File: src/rtl/plcl_pkg.sv
// Package: constants, types and status codes of the curve lookup block.
`default_nettype none
package plcl_pkg;
    localparam int MaxPoints = 64;
    localparam int QuotCapBit = 50;

    typedef enum logic [2:0] {
        ST_INSIDE = 3'd0,
        ST_BELOW  = 3'd1,
        ST_ABOVE  = 3'd2,
        ST_EMPTY  = 3'd3,
        ST_SINGLE = 3'd4,
        ST_FAIL   = 3'd5
    } t_status;

    typedef enum logic [0:0] {
        FN_LOAD  = 1'b0,
        FN_QUERY = 1'b1
    } t_func;

    typedef struct packed {
        logic [0:0]         func;
        logic [5:0]         point_index;
        logic signed [31:0] strain;
        logic signed [31:0] stress_value;
    } t_in_item;

    typedef struct packed {
        logic signed [31:0] stress_out;
        logic signed [47:0] slope_out;
        t_status            status;
    } t_out_item;

    typedef enum logic [3:0] {
        S_IDLE, S_RD_FIRST, S_WT_FIRST, S_RD_LAST, S_WT_LAST, S_SCAN_RD, S_SCAN_WT,
        S_SEG_RD, S_SEG_LO, S_SEG_WT, S_MUL, S_DIV1, S_DIV2, S_DONE
    } t_state;
endpackage
`default_nettype wire

File: src/rtl/plcl_if.sv
// Valid/ready channel interface carrying one payload.
`default_nettype none
interface plcl_if #(parameter type T = logic) ();
    logic valid;
    logic ready;
    T     data;
    modport source (output valid, output data, input ready);
    modport sink (input valid, input data, output ready);
endinterface
`default_nettype wire

File: src/rtl/plcl_front.sv
// Front part: accepts items and holds them in a short queue for the back part.
`default_nettype none
module plcl_front (
    input  wire logic  i_clk,
    input  wire logic  i_rst_n,
    plcl_if.sink       s_in,
    plcl_if.source     m_q
);
    localparam int Depth = 2;
    plcl_pkg::t_in_item r_mem [Depth];
    logic       r_wp, r_rp;
    logic [1:0] r_cnt;
    logic       w_push, w_pop;

    assign s_in.ready = (r_cnt != 2'(Depth));
    assign m_q.valid  = (r_cnt != 2'd0);
    assign m_q.data   = r_mem[r_rp];
    assign w_push = s_in.valid && s_in.ready;
    assign w_pop  = m_q.valid && m_q.ready;

    always_ff @(posedge i_clk) begin
        if (w_push) r_mem[r_wp] <= s_in.data;
        if (!i_rst_n) begin
            r_wp <= 1'b0; r_rp <= 1'b0; r_cnt <= 2'd0;
        end else begin
            if (w_push) r_wp <= ~r_wp;
            if (w_pop)  r_rp <= ~r_rp;
            r_cnt <= r_cnt + 2'(w_push) - 2'(w_pop);
        end
    end
endmodule
`default_nettype wire

File: src/flat_wrapper.sv
// flat-port wrapper written by rule: the top's interface ports become plain ports
module plcl_front_flat 
  (i_clk, i_rst_n, s_in_valid, s_in_data, s_in_ready, m_q_valid, m_q_data, m_q_ready);
  plcl_if s_in_i ();
  plcl_if m_q_i ();
  input  wire logic i_clk;
  input  wire logic i_rst_n;
  input wire logic [$bits(s_in_i.valid)-1:0] s_in_valid;
  input wire logic [$bits(s_in_i.data)-1:0] s_in_data;
  output wire logic [$bits(s_in_i.ready)-1:0] s_in_ready;
  output wire logic [$bits(m_q_i.valid)-1:0] m_q_valid;
  output wire logic [$bits(m_q_i.data)-1:0] m_q_data;
  input wire logic [$bits(m_q_i.ready)-1:0] m_q_ready;
  assign s_in_i.valid = s_in_valid;
  assign s_in_i.data = s_in_data;
  assign s_in_ready = s_in_i.ready;
  assign m_q_valid = m_q_i.valid;
  assign m_q_data = m_q_i.data;
  assign m_q_i.ready = m_q_ready;
  plcl_front u_core (.i_clk(i_clk), .i_rst_n(i_rst_n), .s_in(s_in_i), .m_q(m_q_i));
endmodule
File: config.mk
export PLATFORM = sky130hd
export DESIGN_NAME = plcl_front_flat
export DESIGN_NICKNAME = d
export VERILOG_FILES = /design/src/rtl/plcl_pkg.sv /design/src/rtl/plcl_if.sv /design/src/rtl/plcl_front.sv /design/src/flat_wrapper.sv
export SDC_FILE = /design/constraint.sdc
export NUM_CORES = 1
export LEC_CHECK = 0
export BUFFER_PORTS_ARGS = -buffer_cell sky130_fd_sc_hd__buf_2
export CORE_AREA = 4 4 41 43
export DETAILED_ROUTE_END_ITERATION = 8
export DIE_AREA = 0 0 45 47
export MAX_ROUTING_LAYER = met4
export PLACE_DENSITY_LB_ADDON = 0.3
export SYNTH_ARGS = -nofsm -noshare
export SYNTH_HDL_FRONTEND = slang
export SYNTH_SLANG_ARGS = --single-unit
File: constraint.sdc
create_clock -name i_clk -period 1.4 [get_ports i_clk]
set_input_delay 0.28 -clock i_clk [delete_from_list [all_inputs] [get_ports i_clk]]
set_output_delay 0.28 -clock i_clk [all_outputs]
set_load 0.005 [all_outputs]
==> flow_summary_export.csv <==
group,metric,value,unit
outcome,status,"finished with violations",
outcome,violations,"negative setup slack",
routing,vias,239,
layout,n_antenna_cell,0,
setup_path,startpoint,"u_core.r_cnt[1]",
layout,final_common_cell,"buf_2",
setup_path,crit_required,1540,ps
layout,area_growth,41.94,%
routing,ant_nets,0,
grt,grt_pass1_wl,924,um
clock_network,tritoncts,"built",
synthesis,synth_area,310.3,um^2
floorplanning,die_x,45,um
timing,relSlewSlack,0.8882,
grt,top_usage_layer,"met2",
clock_network,clkSinkCount,7,
grt,grt.overflow.total,0,
placed_design,routabilityCongestion,0.7645,
power,ir_drop,0.6117,mV
timing,slew_viol_final,0,
power,p_per_area,1831,nW/um^2
layout,layout_common_cells,"buf_2, buf_4",
synthesis,synth_nets,36,
grt,grt_pass1_vias,215,
timing,worst_slack,-52.97,ps
floorplanning,start_util,0.2385,
floorplanning,fp.dieH,47,um
synthesis,syn_avg_cell_area,10.70,um^2
setup_path,r2r-start,"u_core.r_cnt[1]",
setup_path,crit_slowest_cell,"dfxtp_2",
floorplanning,dieArea,2115,um^2
timing,max_freq,0.6882,GHz
timing,rsz0062_at_grt,"yes",
synthesis,synth-seq-area-share,0.5161,
layout,nNetsFinal,53,
setup_path,r2r_slack,-50,ps
clock_network,cts.path.max_buffers,2,
setup_path,crit_chain,"o21a_1 -> ha_1 -> inv_1 -> ha_2 -> xor2_2 -> xnor2_1 -> nor2_1",
clock_network,numCtsBuffers,3,
grt,gr-usage-met3,0.05747,
setup_path,crit_type,"flop to flop",
placed_design,place.port_buffers,7,
setup_path,r2r_end,"u_core.r_cnt[1]",
floorplanning,core_area,1301,um^2
layout,utilization,0.3385,
timing,hold_viol_final,0,
setup_path,cp.arrival,1590,ps
worst_hold_path,hp-class,"primary input to flop",
synthesis,synth_top_area_share,0.3226,
routing,firstDrtPassIters,2,
grt,antenna_found_initial,0,
setup_path,crit_fanout,2,
floorplanning,rows,13,
power,leakagePower,0.2045,nW
synthesis,ys_ff_latch,7,
grt,grt_start_max_net_pins,5,
clock_network,cts_max_level,1,
grt,grtUsageMet2,0.08192,
setup_path,rr_worst_depth,7,
clock_network,clk_latency,250,ps
synthesis,synth_area_leaders,"dfxtp_1, edfxtp_1, ha_1",
routing,finalWirelength,516,um
power,power,806.6,uW
grt,grtUsageMet1,0.07889,
layout,fillerInstances,149,
placed_design,dp_hpwl,415.7,um
routing,wl_per_cell,8.600,um
timing,finalSetupViolCount,1,
setup_path,endpoint,"u_core.r_cnt[1]",
clock_network,clkTransAtPathRegs,50,ps
setup_path,slowest_delay,320,ps
layout,drive_gt1_frac,0.4889,
routing,drc,0,
routing,drt_iter0_drc,3,
timing,clock_skew,4.226,ps
synthesis,ys_warn_count,0,
clock_network,root_buffer,"clkbuf_4",
timing,finalCriticalPeriod,1453,ps
synthesis,postSynthCellCount,29,
timing,min_period_over_period,1.038,
synthesis,synth_area_leader_cell,"dfxtp_1",
run,maxCapViolations,0,
setup_path,worstSetupStartpointType,"flop",
setup_path,endpoint_kind,"flop",
routing,via_per_inst,3.983,
grt,grt_usage,0.06902,
timing,tightestPinTransition,166.6,ps
floorplanning,top_level_ports,8,
synthesis,ys_types,18,
==> area by class of cell <==
class / instances / area (um^2) / share of cell area
inverters: 3 / 11.26 / 0.02557
multi-input cells: 19 / 148.9 / 0.3381
well taps: 15 / 18.77 / 0.04261
clock buffers: 4 / 26.28 / 0.05966
repair buffers: 12 / 72.57 / 0.1648
flip-flops and latches: 7 / 162.7 / 0.3693
==> cells in the mapped netlist <==
cell type,n
nand2_1,1
ha_1,2
inv_1,3
xnor2_1,2
mux2_2,1
o21ai_1,1
and2_1,1
nor2_1,3
and3_1,1
xor2_1,1
nand4b_1,1
dfxtp_1,5
edfxtp_1,2
nand2b_1,1
and2_4,1
nor2b_1,1
o21a_1,1
or2_2,1
==> worst min-delay path by stage <==
stage                           start         endpoint  slack (ps)  cells past startpoint
final                       s_in_data  u_core.r_mem[1]         210                      1
after CTS                   s_in_data  u_core.r_mem[1]         210                      1
after detailed placement  u_core.r_wp      u_core.r_wp         470                      2
after global placement    u_core.r_wp      u_core.r_wp         470                      2
after global routing        s_in_data  u_core.r_mem[1]         200                      1
after floorplan             s_in_data  u_core.r_mem[0]         380                      0
==> per-layer routing <==
metal  part of all wire  vias to the layer above
met1               0.44                      105
met5                  0                        -
li1                   -                      126
met4                  0                        0
met2               0.46                        8
met3              0.097                        0
==> worst max-delay path, delay by kind of cell, from the launching register on <==
kind                       cells  cell delay [ps]
adders and majority gates      2              450
DFF                            1              320
AOI/OAI and AO/OA              1              190
xor gates and xnor gates       2              310
and+or+nand+nor                1               50
buffers and inverters          1               40
==> where the power goes <==
group / total (mW) / switching, mW / internal (mW)
Clock: 0.185 / 0.0765 / 0.109
Sequential: 0.303 / 0.0293 / 0.273
Combinational: 0.319 / 0.126 / 0.193
Total: 0.807 / 0.232 / 0.575
==> logic make-up (layout without fill, tap and decap cells) <==
kind of cell,count (synthesis),in the layout,synth area share
AND/OR/NAND/NOR,11,11,0.2057
flip-flops,7,7,0.5161
XOR/XNOR,3,3,0.08469
buffers and inverters,3,19,0.03629
adder cells (fa/ha/maj),2,2,0.08063
AO/OA/AOI/OAI,2,2,0.04032
multiplexers,1,1,0.03629
==> what timing repair did <==
action	in CTS	in global routing
setup buffers	1	0
hold buffers	0	0
hold endpoints to repair	0	0
setup endpoints to repair	1	2
pin swaps	4	0
gates cloned	0	0
gates resized for setup	3	1
==> metrics by stage <==
| step | cell area (um^2) | TNS [ps] | instances | hold WS, ps | setup WS [ps] |
|---|---|---|---|---|---|
| 2_1_floorplan | 310.3 | -21.35 | 29 | 378.9 | -21.35 |
| 3_3_place_gp | 394.1 | -50.49 | 55 | 468.0 | -50.49 |
| 3_5_place_dp | 394.1 | -70.51 | 55 | 471.0 | -70.51 |
| 4_1_cts | 432.9 | -57.12 | 60 | 205.2 | -57.12 |
| 5_1_grt | 440.4 | -147.0 | 60 | 203.9 | -135.7 |
| 6_report | 440.4 | -52.97 | 60 | 214.0 | -52.97 |
No activity file was read; power rests on OpenSTA's default activity.
